[src/hw/rtl/mac_rx_frame_filter_dedup_defines.svh]
// Assertion macros shared by the receive filter RTL.
`ifndef MAC_RX_FRAME_FILTER_DEDUP_DEFINES_SVH
`define MAC_RX_FRAME_FILTER_DEDUP_DEFINES_SVH

// Same-cycle implication, disabled during reset.
`define MRXFD_ASSERT_IMP(lbl, clk, rst, ante, cons, msg) \
   lbl: assert property (@(posedge clk) disable iff (rst) (ante) |-> (cons)) else $error(msg);

// Next-cycle implication, disabled during reset.
`define MRXFD_ASSERT_NXT(lbl, clk, rst, ante, cons, msg) \
   lbl: assert property (@(posedge clk) disable iff (rst) (ante) |=> (cons)) else $error(msg);

`endif

[src/hw/rtl/mrxfd_pkg.sv]
`timescale 1ns / 1ps
// ----------------------------------------------------------------------------
// mrxfd_pkg
// Types, codes and header-length helpers of the receive frame filter.
// ----------------------------------------------------------------------------
package mrxfd_pkg;

   typedef struct packed {
      logic [7:0] rx_byte;
      logic       frame_start;
      logic       process_flag;
   } mrxfd_req_type;

   typedef struct packed {
      logic        result_kind;
      logic [7:0]  payload_byte;
      logic [2:0]  verdict;
      logic [7:0]  seq_num;
      logic [63:0] src_addr;
      logic [6:0]  pay_len;
      logic        to_broadcast;
   } mrxfd_rsp_type;

   typedef struct packed {
      logic        start;
      logic [63:0] key;
      logic [7:0]  seq;
   } mrxfd_tbl_req_type;

   typedef struct packed {
      logic done;
      logic dup;
   } mrxfd_tbl_rsp_type;

   localparam logic KIND_PAYLOAD = 1'b0;
   localparam logic KIND_VERDICT = 1'b1;

   localparam logic [2:0] VERDICT_MESSAGE   = 3'd0;
   localparam logic [2:0] VERDICT_DATA_REQ  = 3'd1;
   localparam logic [2:0] VERDICT_DUPLICATE = 3'd2;
   localparam logic [2:0] VERDICT_FILTERED  = 3'd3;
   localparam logic [2:0] VERDICT_MALFORMED = 3'd4;

   localparam logic [2:0]  FRAME_TYPE_MAC_CMD = 3'd3;
   localparam logic [7:0]  CMD_DATA_REQUEST   = 8'h04;
   localparam logic [1:0]  ADDR_MODE_NONE     = 2'd0;
   localparam logic [1:0]  ADDR_MODE_SHORT    = 2'd2;
   localparam logic [1:0]  ADDR_MODE_EXT      = 2'd3;
   localparam logic [63:0] SHORT_BROADCAST    = 64'h0000_0000_0000_FFFF;

   localparam int         CSR_ADDR_W      = 4;
   localparam logic [3:0] REG_DEVICE_MAC  = 4'd0;

   function automatic logic [3:0] dpan_len(input logic [15:0] ctrl);
      return (ctrl[11:10] != ADDR_MODE_NONE) ? 4'd2 : 4'd0;
   endfunction

   function automatic logic [3:0] daddr_len(input logic [15:0] ctrl);
      return (ctrl[11:10] == ADDR_MODE_SHORT) ? 4'd2 :
             (ctrl[11:10] == ADDR_MODE_EXT)   ? 4'd8 : 4'd0;
   endfunction

   function automatic logic [3:0] span_len(input logic [15:0] ctrl);
      return ctrl[6] ? 4'd0 : 4'd2;
   endfunction

   function automatic logic [3:0] saddr_len(input logic [15:0] ctrl);
      return (ctrl[15:14] == ADDR_MODE_SHORT) ? 4'd2 :
             (ctrl[15:14] == ADDR_MODE_EXT)   ? 4'd8 : 4'd0;
   endfunction

   function automatic logic [4:0] hdr_len(input logic [15:0] ctrl);
      return 5'd3 + {1'b0, dpan_len(ctrl)} + {1'b0, daddr_len(ctrl)}
           + {1'b0, span_len(ctrl)} + {1'b0, saddr_len(ctrl)};
   endfunction

   function automatic logic is_bcast(input logic [15:0] ctrl, input logic [63:0] dest);
      return (ctrl[11:10] == ADDR_MODE_SHORT) && (dest == SHORT_BROADCAST);
   endfunction

endpackage

[src/hw/rtl/mrxfd_table.sv]
`timescale 1ns / 1ps
// ----------------------------------------------------------------------------
// mrxfd_table
// Duplicate table: walks the entries with one comparator, then updates.
// ----------------------------------------------------------------------------
module mrxfd_table #(
   parameter int TABLE_ENTRIES = 16
) (
   input  logic                       clock,
   input  logic                       reset,
   input  mrxfd_pkg::mrxfd_tbl_req_type tbl_req,
   output mrxfd_pkg::mrxfd_tbl_rsp_type tbl_rsp
);
   import mrxfd_pkg::*;

   localparam int IDX_W = (TABLE_ENTRIES > 1) ? $clog2(TABLE_ENTRIES) : 1;
   localparam int CNT_W = $clog2(TABLE_ENTRIES + 1);

   localparam logic [1:0] T_IDLE = 2'd0;
   localparam logic [1:0] T_READ = 2'd1;
   localparam logic [1:0] T_CMP  = 2'd2;
   localparam logic [1:0] T_DONE = 2'd3;

   logic [71:0] mem [TABLE_ENTRIES];
   logic [71:0] rd_ff;

   logic [1:0]               st_ff, st_in;
   logic [63:0]              key_ff, key_in;
   logic [7:0]               seq_ff, seq_in;
   logic [CNT_W-1:0]         cnt_ff, cnt_in;
   logic [IDX_W-1:0]         ptr_ff, ptr_in;
   logic [TABLE_ENTRIES-1:0] valid_ff, valid_in;
   logic                     dup_ff, dup_in;

   logic              wr_en;
   logic [IDX_W-1:0]  wr_idx;
   logic [IDX_W-1:0]  rd_idx;

   assign rd_idx = cnt_ff[IDX_W-1:0];

   always_comb begin
      st_in    = st_ff;
      key_in   = key_ff;
      seq_in   = seq_ff;
      cnt_in   = cnt_ff;
      ptr_in   = ptr_ff;
      valid_in = valid_ff;
      dup_in   = dup_ff;
      wr_en    = 1'b0;
      wr_idx   = rd_idx;
      unique case (st_ff)
         T_IDLE: begin
            if (tbl_req.start) begin
               key_in = tbl_req.key;
               seq_in = tbl_req.seq;
               cnt_in = '0;
               st_in  = T_READ;
            end
         end
         T_READ: begin
            if (cnt_ff == CNT_W'(TABLE_ENTRIES)) begin
               // No entry holds this source: take the round-robin slot.
               wr_en            = 1'b1;
               wr_idx           = ptr_ff;
               valid_in[ptr_ff] = 1'b1;
               ptr_in = (ptr_ff == IDX_W'(TABLE_ENTRIES - 1)) ? '0 : ptr_ff + 1'b1;
               dup_in = 1'b0;
               st_in  = T_DONE;
            end else begin
               st_in = T_CMP;
            end
         end
         T_CMP: begin
            if (valid_ff[rd_idx] && (rd_ff[71:8] == key_ff)) begin
               wr_en  = 1'b1;
               dup_in = (rd_ff[7:0] == seq_ff);
               st_in  = T_DONE;
            end else begin
               cnt_in = cnt_ff + 1'b1;
               st_in  = T_READ;
            end
         end
         T_DONE: begin
            st_in = T_IDLE;
         end
         default: st_in = T_IDLE;
      endcase
   end

   always_ff @(posedge clock) begin
      if (wr_en) begin
         mem[wr_idx] <= {key_ff, seq_ff};
      end
      rd_ff <= mem[rd_idx];
   end

   always_ff @(posedge clock) begin
      if (reset) begin
         st_ff    <= T_IDLE;
         cnt_ff   <= '0;
         ptr_ff   <= '0;
         valid_ff <= '0;
         dup_ff   <= 1'b0;
      end else begin
         st_ff    <= st_in;
         cnt_ff   <= cnt_in;
         ptr_ff   <= ptr_in;
         valid_ff <= valid_in;
         dup_ff   <= dup_in;
      end
      key_ff <= key_in;
      seq_ff <= seq_in;
   end

   assign tbl_rsp.done = (st_ff == T_DONE);
   assign tbl_rsp.dup  = dup_ff;

endmodule

[src/hw/rtl/mac_rx_frame_filter_dedup.sv]
`timescale 1ns / 1ps
// ----------------------------------------------------------------------------
// mac_rx_frame_filter_dedup
// Receive filter for 802.15.4 MAC frames with duplicate suppression.
// ----------------------------------------------------------------------------
// The block takes a received frame one byte per beat, starting with the PHY
// length byte (frame_start high). Each byte is parsed combinationally, so
// header and payload bytes are taken back to back while the output is free,
// and a payload byte of an accepted frame leaves as one result beat. The last
// byte of a frame yields one verdict beat. Where the verdict needs the
// duplicate table, a small sequencer walks the table with one shared key
// comparator, one entry at a time, and the next byte is held off until the
// verdict is loaded. The table itself comes out of reset empty and needs no
// clearing pass. The output register lets the next byte in as the previous
// result is taken. device_mac is written through the APB port at address 0.
// ----------------------------------------------------------------------------
module mac_rx_frame_filter_dedup #(
   parameter int TABLE_ENTRIES = 16,
   parameter int PAYLOAD_MAX   = 127
) (
   input  logic                               clock,
   input  logic                               reset,
   input  logic                               req_valid,
   output logic                               req_stall,
   input  mrxfd_pkg::mrxfd_req_type           req_data,
   output logic                               rsp_valid,
   input  logic                               rsp_stall,
   output mrxfd_pkg::mrxfd_rsp_type           rsp_data,
   input  logic                               psel,
   input  logic                               penable,
   input  logic                               pwrite,
   input  logic [mrxfd_pkg::CSR_ADDR_W-1:0]   paddr,
   input  logic [63:0]                        pwdata,
   output logic [63:0]                        prdata,
   output logic                               pready
);
   import mrxfd_pkg::*;
   `include "mac_rx_frame_filter_dedup_defines.svh"

   localparam logic [8:0] PAY_MAX_W = 9'(PAYLOAD_MAX);

   localparam logic [1:0] ST_IDLE = 2'd0;
   localparam logic [1:0] ST_WALK = 2'd1;
   localparam logic [1:0] ST_EMIT = 2'd2;

   // Configuration register.
   logic [63:0] mac_ff;
   assign pready = 1'b1;
   assign prdata = (paddr == REG_DEVICE_MAC) ? mac_ff : 64'd0;

   always_ff @(posedge clock) begin
      if (reset) begin
         mac_ff <= 64'd0;
      end else if (psel && penable && pwrite && pready && (paddr == REG_DEVICE_MAC)) begin
         mac_ff <= pwdata;
      end
   end

   // Frame parse state.
   logic [1:0]  state_ff, state_in;
   logic [7:0]  pos_ff, pos_in;
   logic [7:0]  len_ff, len_in;
   logic [15:0] ctrl_ff, ctrl_in;
   logic [7:0]  seq_ff, seq_in;
   logic [63:0] dest_ff, dest_in;
   logic [63:0] src_ff, src_in;
   logic        in_frame_ff, in_frame_in;
   logic        proc_ff, proc_in;
   logic        acc_ff, acc_in;
   logic        dreq_ff, dreq_in;
   logic        dup_ff, dup_in;

   logic          rsp_valid_ff, rsp_valid_in;
   mrxfd_rsp_type rsp_data_ff;
   mrxfd_rsp_type out_nx;
   logic          out_load;
   logic          slot_free;
   logic          req_fire;

   mrxfd_tbl_req_type tbl_req;
   mrxfd_tbl_rsp_type tbl_rsp;

   assign slot_free = !rsp_valid_ff || !rsp_stall;
   assign req_stall = (state_ff != ST_IDLE) || !slot_free;
   assign req_fire  = req_valid && !req_stall;

   // Header and payload bookkeeping for the byte in hand.
   logic [7:0] p;
   logic [7:0] h;
   logic [7:0] idx;
   logic [7:0] pidx;
   logic [7:0] b1, b2, b3, b4;
   logic [7:0] paycnt;
   logic       wf;
   logic       pay_out;
   logic [7:0] b;

   always_comb begin
      state_in    = state_ff;
      pos_in      = pos_ff;
      len_in      = len_ff;
      ctrl_in     = ctrl_ff;
      seq_in      = seq_ff;
      dest_in     = dest_ff;
      src_in      = src_ff;
      in_frame_in = in_frame_ff;
      proc_in     = proc_ff;
      acc_in      = acc_ff;
      dreq_in     = dreq_ff;
      dup_in      = dup_ff;
      out_load    = 1'b0;
      out_nx      = '0;
      tbl_req     = '0;
      pay_out     = 1'b0;
      b           = req_data.rx_byte;
      p           = pos_ff + 8'd1;
      idx         = p - 8'd4;
      h           = 8'd0;
      b1          = 8'd0;
      b2          = 8'd0;
      b3          = 8'd0;
      b4          = 8'd0;
      pidx        = 8'd0;
      paycnt      = 8'd0;
      wf          = 1'b0;

      unique case (state_ff)
         ST_IDLE: begin
            if (req_fire && req_data.frame_start) begin
               len_in      = b;
               pos_in      = 8'd0;
               ctrl_in     = 16'd0;
               seq_in      = 8'd0;
               dest_in     = 64'd0;
               src_in      = 64'd0;
               in_frame_in = (b != 8'd0);
               proc_in     = req_data.process_flag;
               acc_in      = 1'b0;
               dreq_in     = 1'b0;
               if (b == 8'd0) begin
                  // An empty frame is judged on its length byte alone.
                  out_load       = 1'b1;
                  out_nx.result_kind = KIND_VERDICT;
                  out_nx.verdict = VERDICT_MALFORMED;
               end
            end else if (req_fire && in_frame_ff) begin
               pos_in = p;
               if (p == 8'd1) begin
                  ctrl_in = {8'd0, b};
               end else if (p == 8'd2) begin
                  ctrl_in = {b, ctrl_ff[7:0]};
               end else if (p == 8'd3) begin
                  seq_in = b;
               end
               // From here on the control word is complete.
               h      = {3'd0, hdr_len(ctrl_in)};
               wf     = ({1'b0, len_ff} >= ({1'b0, h} + 9'd2)) &&
                        (({1'b0, len_ff} - {1'b0, h} - 9'd2) <= PAY_MAX_W);
               paycnt = len_ff - h - 8'd2;
               b1     = {4'd0, dpan_len(ctrl_in)};
               b2     = b1 + {4'd0, daddr_len(ctrl_in)};
               b3     = b2 + {4'd0, span_len(ctrl_in)};
               b4     = b3 + {4'd0, saddr_len(ctrl_in)};
               pidx   = p - (h + 8'd1);
               if (p >= 8'd4) begin
                  if (idx < b1) begin
                     // Destination PAN is not used.
                  end else if (idx < b2) begin
                     dest_in[{idx[2:0] - b1[2:0], 3'b000} +: 8] = b;
                  end else if (idx < b3) begin
                     // Source PAN is not used.
                  end else if (idx < b4) begin
                     src_in = {src_ff[55:0], b};
                  end else if (wf && acc_ff && (pidx < paycnt)) begin
                     pay_out = 1'b1;
                     if ((pidx == 8'd0) && (b == CMD_DATA_REQUEST)) begin
                        dreq_in = 1'b1;
                     end
                     out_load            = 1'b1;
                     out_nx.result_kind  = KIND_PAYLOAD;
                     out_nx.payload_byte = b;
                     out_nx.seq_num      = seq_in;
                     out_nx.src_addr     = src_in;
                     out_nx.to_broadcast = is_bcast(ctrl_in, dest_in);
                  end
               end
               if (!pay_out && (p >= 8'd3) && (p == h)) begin
                  if (proc_ff && (ctrl_in[15:14] == ADDR_MODE_EXT) &&
                      (((ctrl_in[11:10] == ADDR_MODE_EXT) && (dest_in == mac_ff)) ||
                       is_bcast(ctrl_in, dest_in))) begin
                     acc_in = 1'b1;
                  end
               end
               if (!pay_out && (p == len_ff)) begin
                  in_frame_in         = 1'b0;
                  out_nx.result_kind  = KIND_VERDICT;
                  out_nx.seq_num      = seq_in;
                  out_nx.src_addr     = src_in;
                  out_nx.to_broadcast = is_bcast(ctrl_in, dest_in);
                  priority if (!wf) begin
                     out_load       = 1'b1;
                     out_nx.verdict = VERDICT_MALFORMED;
                  end else if (!acc_in) begin
                     out_load       = 1'b1;
                     out_nx.verdict = VERDICT_FILTERED;
                  end else if ((ctrl_in[2:0] == FRAME_TYPE_MAC_CMD) &&
                               (paycnt != 8'd0) && dreq_in) begin
                     out_load       = 1'b1;
                     out_nx.verdict = VERDICT_DATA_REQ;
                     out_nx.pay_len = paycnt[6:0];
                  end else begin
                     // Message or duplicate: the table decides.
                     tbl_req.start = 1'b1;
                     tbl_req.key   = src_in;
                     tbl_req.seq   = seq_in;
                     state_in      = ST_WALK;
                  end
               end
            end
         end
         ST_WALK: begin
            if (tbl_rsp.done) begin
               dup_in   = tbl_rsp.dup;
               state_in = ST_EMIT;
            end
         end
         ST_EMIT: begin
            if (slot_free) begin
               h                   = {3'd0, hdr_len(ctrl_ff)};
               paycnt              = len_ff - h - 8'd2;
               out_load            = 1'b1;
               out_nx.result_kind  = KIND_VERDICT;
               out_nx.verdict      = dup_ff ? VERDICT_DUPLICATE : VERDICT_MESSAGE;
               out_nx.seq_num      = seq_ff;
               out_nx.src_addr     = src_ff;
               out_nx.pay_len      = paycnt[6:0];
               out_nx.to_broadcast = is_bcast(ctrl_ff, dest_ff);
               state_in            = ST_IDLE;
            end
         end
         default: state_in = ST_IDLE;
      endcase
   end

   assign rsp_valid_in = out_load ? 1'b1 : (rsp_stall ? rsp_valid_ff : 1'b0);

   always_ff @(posedge clock) begin
      if (reset) begin
         state_ff     <= ST_IDLE;
         pos_ff       <= 8'd0;
         len_ff       <= 8'd0;
         ctrl_ff      <= 16'd0;
         seq_ff       <= 8'd0;
         dest_ff      <= 64'd0;
         src_ff       <= 64'd0;
         in_frame_ff  <= 1'b0;
         proc_ff      <= 1'b0;
         acc_ff       <= 1'b0;
         dreq_ff      <= 1'b0;
         dup_ff       <= 1'b0;
         rsp_valid_ff <= 1'b0;
      end else begin
         state_ff     <= state_in;
         pos_ff       <= pos_in;
         len_ff       <= len_in;
         ctrl_ff      <= ctrl_in;
         seq_ff       <= seq_in;
         dest_ff      <= dest_in;
         src_ff       <= src_in;
         in_frame_ff  <= in_frame_in;
         proc_ff      <= proc_in;
         acc_ff       <= acc_in;
         dreq_ff      <= dreq_in;
         dup_ff       <= dup_in;
         rsp_valid_ff <= rsp_valid_in;
      end
   end

   always_ff @(posedge clock) begin
      if (out_load) begin
         rsp_data_ff <= out_nx;
      end
   end

   assign rsp_valid = rsp_valid_ff;
   assign rsp_data  = rsp_data_ff;

   mrxfd_table #(
      .TABLE_ENTRIES (TABLE_ENTRIES)
   ) u_table (
      .clock   (clock),
      .reset   (reset),
      .tbl_req (tbl_req),
      .tbl_rsp (tbl_rsp)
   );

   // A payload beat being loaded into the output register.
   logic pay_beat;
   assign pay_beat = out_load && (out_nx.result_kind == KIND_PAYLOAD);

   // The table only answers a lookup that the parser is waiting for.
   `MRXFD_ASSERT_IMP(a_done_in_walk, clock, reset, tbl_rsp.done, state_ff == ST_WALK, "late answer")
   // Starting a lookup always parks the parser in the walk state.
   `MRXFD_ASSERT_NXT(a_start_walks, clock, reset, tbl_req.start, state_ff == ST_WALK, "no walk")
   // Payload beats are only produced for frames that passed the filter.
   `MRXFD_ASSERT_IMP(a_pay_accepted, clock, reset, pay_beat, acc_ff, "payload not accepted")

endmodule

[config.mk]
export PLATFORM = sky130hd
export DESIGN_NAME = mac_rx_frame_filter_dedup
export DESIGN_NICKNAME = d
export VERILOG_FILES = /design/src/hw/rtl/mrxfd_pkg.sv /design/src/hw/rtl/mrxfd_table.sv /design/src/hw/rtl/mac_rx_frame_filter_dedup.sv
export VERILOG_INCLUDE_DIRS = /design/src /design/src/hw/rtl
export SDC_FILE = /design/constraint.sdc
export NUM_CORES = 2
export LEC_CHECK = 0
export BUFFER_PORTS_ARGS = -buffer_cell sky130_fd_sc_hd__buf_4
export CAP_MARGIN = 40
export CORE_UTILIZATION = 60
export DETAILED_ROUTE_END_ITERATION = 12
export PLACE_DENSITY = 0.78
export SLEW_MARGIN = 20
export SYNTH_ARGS = -nofsm -noshare
export SYNTH_HDL_FRONTEND = slang
export SYNTH_SLANG_ARGS = --single-unit
[constraint.sdc]
create_clock -name clock -period 24.9 [get_ports clock]
set_input_delay 2.49 -clock clock [delete_from_list [all_inputs] [get_ports clock]]
set_output_delay 2.49 -clock clock [all_outputs]
set_load 0.005 [all_outputs]
---- After elaboration in Yosys (flattened, before gate mapping) ----
Memory sizes are Yosys's and may differ from the RTL's. A register that Yosys moved wholly into a read port is not among the register bits.
Cells that the tools add are included.
word-level totals
  output and inout port bits .............. 159
  input bits .............................. 85
  word-level logic and storage cells ...... 331
  latch bits .............................. 0
  register bits ........................... 424
  memories ................................ 1
  memory bits (writable) .................. 1152
  ROM bits ................................ 0
memory list
  memory       words  width  rd ports  clocked after memory_dff  write ports  RTL line           RTL
  u_table.mem  16     72     1         1                         1            mrxfd_table.sv:24  logic [71:0] mem [TABLE_ENTRIES];
operators by class
  divide/modulo/power cells ............... 0
  reductions and logical operators ........ 56
  magnitude comparators ................... 12
  $add $sub $neg .......................... 26
  multiply operators ...................... 0
  shift-type cells ........................ 2
  bitwise logic cells ..................... 8
  muxes and demuxes ....................... 158
  equality and inequality tests ........... 40
operators with widths
  cell                                                                     number
  64-bit 2-to-1 mux                                                        16
  73-bit 2-to-1 mux                                                        7
  72-bit 2-to-1 mux                                                        6
  83-bit case mux with 2 select lines                                      1
  64-bit by 16-bit equality test with 1-bit output, second input constant  2
  64-bit equality test                                                     2
  16-bit 2-to-1 mux                                                        7
  8-bit 2-to-1 mux                                                         13
  92-bit 2-to-1 mux                                                        1
  83-bit 2-to-1 mux                                                        1
  82-bit 2-to-1 mux                                                        1
  80-bit 2-to-1 mux                                                        1
  64-bit bitwise mux                                                       1
  8-bit by 8-bit variable shift with 64-bit output, first input constant   1
  8-bit by 8-bit indexed part select with 64-bit output                    1
  1-bit 2-to-1 mux                                                         59
  4-bit 2-to-1 mux                                                         11
  2-bit 2-to-1 mux                                                         16
  1-bit logical AND                                                        23
  2-bit equality test, second input constant                               11
  7-bit 2-to-1 mux                                                         3
  5-bit by 4-bit adder with 5-bit output                                   4
  2-bit inequality test, second input constant                             10
  8-bit by 2-bit equality test with 1-bit output, second input constant    2
  64 further kinds                                                         102

---- Logic depth before layout (Yosys ltp) ----
  word-level depth ........................ 46
  mapped depth ............................ 35

---- Modules after synthesis ----
From an unflattened synthesis, not the netlist that was laid out.
second synthesis, totals
  cell total of the unflattened synthesis .. 4310
  area total of the unflattened synthesis .. 68306.8 um^2
modules (own cells, without submodules)
  module                     times used  cells an instance  area each (um^2)
  mrxfd_table                1           2045               49132.1
  mac_rx_frame_filter_dedup  1           2265               19174.6

---- Worst setup path after synthesis ----
No wires, ideal clock.
  path kind ............................... input -> register
  from .................................... input req_data[4] (netlist name)
  to ...................................... register u_table.key_ff[0], enable pin
  cell stages on the path ................. 28
  data arrival time ....................... 11.069 ns
  setup time .............................. 0.502 ns
  path buffers ............................ 3
  slack ................................... 13.329 ns
  cell sequence ........................... inv_1 > or3_1 > a211o_4 > nand2_1 > inv_1 > ha_1 > ha_1 > fa_1 > ha_1 > fa_1 > nand2b_1 > o2bb2ai_1 > xor2_1 > ha_1 > o21ai_0 > a21oi_1 > nor3_1 > o2111ai_1 > nand4bb_1 > clkbuf_1 > nor2b_1 > nand2_1 > nor2_1 > nand2b_1 > a21o_1 > buf_2 > buf_2 > nor2_1
between the ends
  longest elaborated chain between the ends .. 40
  elaborated cells on any way between the ends .. 96
RTL lines
  item                                                                               RTL line                                                            RTL
  start, declared                                                                    mac_rx_frame_filter_dedup.sv:25                                     input mrxfd_pkg::mrxfd_req_type req_data,
  16-bit 2-to-1 mux                                                                  mac_rx_frame_filter_dedup.sv:150                                    end else if (p == 8'd2) begin
  16-bit 2-to-1 mux                                                                  mac_rx_frame_filter_dedup.sv:148                                    if (p == 8'd1) begin
  16-bit 2-to-1 mux                                                                  mac_rx_frame_filter_dedup.sv:146                                    end else if (req_fire && in_frame_ff) begin
  16-bit 2-to-1 mux                                                                  mac_rx_frame_filter_dedup.sv:129                                    if (req_fire && req_data.frame_start) begin
  16-bit 2-to-1 mux                                                                  mac_rx_frame_filter_dedup.sv:127                                    unique case (state_ff)
  2-bit nonzero test / 2-bit equality test (equally long branches)                   mrxfd_pkg.sv:55, mrxfd_pkg.sv:60, mac_rx_frame_filter_dedup.sv:189
  2-bit 2-to-1 mux / 4-bit 2-to-1 mux (equally long branches)                        mrxfd_pkg.sv:55, mrxfd_pkg.sv:60
  2-bit by 4-bit adder with 5-bit output / 4-bit 2-to-1 mux (equally long branches)  mrxfd_pkg.sv:73, mrxfd_pkg.sv:59
  [... 24 more ...]                                                                  --
  1-bit 2-to-1 mux                                                                   mac_rx_frame_filter_dedup.sv:127
  73-bit 2-to-1 mux                                                                  mac_rx_frame_filter_dedup.sv:203                                    end else if (!acc_in) begin
  73-bit 2-to-1 mux                                                                  mac_rx_frame_filter_dedup.sv:200                                    priority if (!wf) begin
  73-bit 2-to-1 mux (*)                                                              mac_rx_frame_filter_dedup.sv:194                                    if (!pay_out && (p == len_ff)) begin
  73-bit 2-to-1 mux (*)                                                              mac_rx_frame_filter_dedup.sv:146
  73-bit 2-to-1 mux (*)                                                              mac_rx_frame_filter_dedup.sv:129
  73-bit 2-to-1 mux (*)                                                              mac_rx_frame_filter_dedup.sv:127
  2-bit AND reduction (no line) (*)                                                  --
  end signal, assigned                                                               mrxfd_table.sv:111                                                  key_ff <= key_in;
  end, declared                                                                      mrxfd_table.sv:28                                                   logic [63:0] key_ff, key_in;
Mark *: on every way between the ends. The rest lies on a longest branch, timed or not. The select of a mux whose other input is x is not followed.
A chain may end at the register's enable or synchronous reset.

---- Final worst setup path ----
  from .................................... input req_data[4] (netlist name)
  to ...................................... register rsp_data_ff (netlist bit rsp_data[25]), enable pin
between the ends
  longest elaborated chain between the ends .. 39
  elaborated cells on any way between the ends .. 97
RTL lines
  item                                                                               RTL line                                                            RTL
  16-bit 2-to-1 mux                                                                  mac_rx_frame_filter_dedup.sv:150
  16-bit 2-to-1 mux                                                                  mac_rx_frame_filter_dedup.sv:148
  16-bit 2-to-1 mux                                                                  mac_rx_frame_filter_dedup.sv:146
  16-bit 2-to-1 mux                                                                  mac_rx_frame_filter_dedup.sv:129
  16-bit 2-to-1 mux                                                                  mac_rx_frame_filter_dedup.sv:127
  2-bit nonzero test / 2-bit equality test (equally long branches)                   mrxfd_pkg.sv:55, mrxfd_pkg.sv:60, mac_rx_frame_filter_dedup.sv:189
  2-bit 2-to-1 mux / 4-bit 2-to-1 mux (equally long branches)                        mrxfd_pkg.sv:55, mrxfd_pkg.sv:60
  2-bit by 4-bit adder with 5-bit output / 4-bit 2-to-1 mux (equally long branches)  mrxfd_pkg.sv:73, mrxfd_pkg.sv:59
  [... 24 more ...]                                                                  --
  1-bit 2-to-1 mux                                                                   mac_rx_frame_filter_dedup.sv:127
  1-bit 2-to-1 mux                                                                   mac_rx_frame_filter_dedup.sv:203
  1-bit 2-to-1 mux                                                                   mac_rx_frame_filter_dedup.sv:200
  1-bit 2-to-1 mux                                                                   mac_rx_frame_filter_dedup.sv:194
  1-bit 2-to-1 mux                                                                   mac_rx_frame_filter_dedup.sv:146
  1-bit 2-to-1 mux (*)                                                               mac_rx_frame_filter_dedup.sv:129
  1-bit case mux with 2 select lines (*)                                             mac_rx_frame_filter_dedup.sv:127
  named net out_load                                                                 mac_rx_frame_filter_dedup.sv:76                                     logic out_load;
  end signal, assigned                                                               mac_rx_frame_filter_dedup.sv:281                                    rsp_data_ff <= out_nx;
  end, declared                                                                      mac_rx_frame_filter_dedup.sv:74                                     mrxfd_rsp_type rsp_data_ff;
The timed path passes the listed nets; every way through them passes the cells marked *. The select of a mux whose other input is x is not followed.

==> PnR_summary.wiki <==
{| class="wikitable"
! Metric !! Value
|-
| Status || completed
|-
| Min Hold Slack || 0.470 ns
|-
| Overall overflow remaining after global route || 0
|-
| Final wirelength || 189000 um
|-
| H-Tree Depth || 4
|-
| Total via count after detailed routing || 41800
|-
| Achievable Freq || 96.6 MHz
|-
| Clock-pin transition on the worst setup and hold timing paths || 0.06 ns
|-
| Post-CTS setup buffer count || 0
|-
| Initial antenna violation count || 6
|-
| Area Growth Syn to Fin || 13.9%
|-
| Clock latency of the later-clocked register in the worst-skew pair || 0.79 ns
|-
| Number of cells produced by synthesis || 4341
|-
| Total count of hold-check failures in the final report || 0
|-
| Hold buffer count at CTS || 0
|-
| Number of flops mapped to enable cells by yosys || 1316
|-
| Synthesized-area fraction occupied by xor and xnor cells || 1.85%
|-
| Remaining design rule violation count || 0
|-
| # IOs || 244
|-
| Die outline area || 115000 um2
|-
| Sequential share of the synthesized area || 67.9%
|-
| Combinational family with the most area after synthesis || multiplexers
|-
| Clock Tree Buf Depth || 3
|-
| Number of I/O port buffers || 242
|-
| Initial detailed-routing violation count || 5593
|-
| Count of standard-cell rows || 123
|-
| Endpoint class of the critical path || flop
|-
| Synthesis-stage register bit count || 1648
|-
| Cell area after layout || 77400 um2
|-
| Die span in y || 339 um
|-
| Routed wire length per instance || 30.3 um
|-
| Clock buffer count from CTS || 161
|-
| Horizontal die dimension || 339 um
|-
| Final HPWL DP || 111000 um
|-
| Vias per cell || 6.68
|-
| Post-synthesis adder-cell area fraction || 1.65%
|-
| Worst setup SP type || input pin
|-
| Gates resized, CTS repair || 0
|-
| Cell type with the highest occurrence count on the critical path || ha_1
|-
| Combined area of all synthesized cells || 68000 um2
|-
| Final Slew Violations || 0
|-
| # clock sinks || 1648
|-
| CTS tree || built
|-
| Top cell family by delay on the critical path || simple AND/OR/NAND/NOR gates
|-
| Final critical path time including I/O delays and setup || 10.35 ns
|-
| Starting utilization of the core area || 60.5%
|-
| Ys flop type || edfxtp_1
|-
| Actual transition at the worst max-transition pin || 1.05 ns
|-
| Final Setup Violations || 0
|-
| Maximum number of pins on one net before global-route repair || 154
|-
| Number of different library cells in the post-synthesis netlist || 88
|-
| Fraction of final layout cells with drive strength greater than 1 || 21.4%
|-
| Cell at the root of the clock tree || clkbuf_16
|-
| Count of max-cap constraint violations || 0
|-
| Static leakage power || 28.3 nW
|-
| Global router's overall resource usage || 33.1%
|-
| Unrepaired setup endpoints after global routing || no
|-
| Global-route wire length before repair || 277000 um
|-
| Highest cell delay on the worst timing path || 0.54 ns
|-
| Critical-path cell with the highest stage delay || o311ai_1
|-
| Fraction of the cycle the final worst path needs || 41.6%
|-
| Share of synthesized flip-flops with an asynchronous set or reset || 0%
|-
| Antenna Violating Nets Remaining || 0
|-
| Required time at the endpoint of the critical path || 25.38 ns
|-
| Number of buffers and inverters on the critical path || 6
|-
| Power per cell area || 70.4 nW/um2
|-
| Placed cell areas || 72000 um2
|-
| Warnings from Yosys || 0
|-
| Sum of negative setup slack || 0 ns
|-
| Fin nets || 4782
|-
| Avg Inst Size Synth || 15.7 um2
|-
| Crit Path Class || input pin to flop
|-
| Slew HR || 29.7%
|-
| Worst hold path class || flop to flop
|-
| DRT Pass-1 Iters || 6
|-
| Largest fanout of any net on the critical path || 55
|-
| Post-Route Skew || 0.0328 ns
|-
| Compound-Gate Fraction of Synth Area || 6.71%
|-
| Std-Cell Core Area || 112000 um2
|-
| VDD IR-drop max || 0.0720 mV
|-
| Post-synthesis share of cell area spent on and, or, nand and nor gates || 7.21%
|-
| Portion of netlist area occupied by mux cells || 12.7%
|-
| Signal arrival time at the worst endpoint || 10.83 ns
|-
| Via count of the first global-routing pass || 41900
|-
| Final estimated routing congestion in global placement || 0.964
|}
report_power, final:
part           internal (W)  leakage, nW  switching [W]
logic             0.0000354         7.98      0.0000700
clock network       0.00134         2.52        0.00106
registers           0.00294         17.8     0.00000691
sequential cells by signal, indices dropped and copies added, names as in the netlist, 16 cells and up:
signal	count
dest_ff	64
mac_ff	64
rsp_data	92
src_ff	64
u_table.key_ff	64
u_table.mem	1152
u_table.rd_ff	72
u_table.valid_ff	16
final timing paths:
check	start	cells after the start	slack, ns	endpoint
setup / recovery	req_data[4]	29	14.55	rsp_data[25]$_DFFE_PP_
hold / removal	mac_ff[7]$_SDFFE_PP0P_	2	0.47	mac_ff[7]$_SDFFE_PP0P_
setup reg to reg	pos_ff[0]$_SDFFE_PP0P_	31	15.13	rsp_data[25]$_DFFE_PP_
hold reg to reg	mac_ff[7]$_SDFFE_PP0P_	2	0.47	mac_ff[7]$_SDFFE_PP0P_
worst min-delay path: cells and delay by family (launching register included):
| kind | cells | cell delay [ns] |
|---|---|---|
| compound gates | 1 | 0.05 |
| flops | 1 | 0.32 |
| simple gates | 1 | 0.05 |
per-layer routing:
metal,up-vias,global-route usage (%),wire length [um]
met3,512,7.08,19600
met4,6,14.0,8400
met1,21000,43.1,68700
met5,-,0,46
li1,17500,-,-
met2,2774,54.3,92700
synthesized netlist by cell type, drive strengths merged, types with 13 or more instances:
cell type  count  area, um2
a211oi        19        148
a21oi        216       1080
a22o          76        666
a22oi        134       1010
a31oi         30        188
a32oi         17        149
and2          95        594
and3          21        136
buf           57        246
clkbuf       191        717
dfxtp        332       6650
edfxtp      1316      39500
ha            80       1000
inv           94        353
mux2i         38        380
mux4         365       8220
nand2        378       1420
nand2b        13       81.3
nand3         48        245
nand4         36        225
nor2         289       1080
nor2b         17        106
nor3          57        308
nor4          37        238
o21ai         56        280
o22ai         15       93.8
or4           13       97.6
xnor2         44        423
xor2          95        832
placed cells by master, fill, tap and decap left out, drive strengths merged, types with 8 or more instances in the layout:
cell         n
clkbuf     218
a32oi       17
edfxtp    1316
a21o        12
nor2       289
or4         13
or3          8
o22ai       15
xnor2       44
and2        95
dfxtp      332
nand3       48
o21ai       56
a22oi      134
clkinvlp     9
buf        349
a21oi      216
o21a         9
nand4       36
a22o        76
xor2        95
mux4       365
nor2b       17
and3        21
o31ai        9
mux2i       38
ha          80
inv         99
nor4        37
nand2b      13
a31oi       30
a211oi      19
bufinv       8
o211ai      11
clkinv      62
nand2      378
nor3        57
layout make-up:
cell class,instances,area [um2]
Sequential cell,1648,46200
Fill cell,7180,35000
Multi-Input combinational cell,2353,20700
Clock buffer,215,4390
Timing Repair Buffer,353,3070
Tap cell,1500,1880
Clock inverter,84,810
Inverter,94,358
Antenna cell,2,5.00
cell families after synthesis:
| group | count (synthesis) |
|---|---|
| other cells | 1 |
| xor+xnor | 139 |
| flops | 1648 |
| buf+inv | 342 |
| fa+ha+maj | 86 |
| compound gates | 670 |
| simple gates | 1049 |
| mux | 406 |
metrics by stage:
stage	utilization [%]	setup slack (ns)	instances	total power [W]
CTS	68.7	14.67	6235	0.00546
global route	68.9	14.06	6249	0.00558
detailed placement	64.1	13.86	5936	0.00311
floorplan	-	13.33	4343	0.00306
global placement	63.6	13.89	5907	0.00310
finish	68.9	14.55	6249	0.00545
No activity file was read; power rests on OpenSTA's default activity.
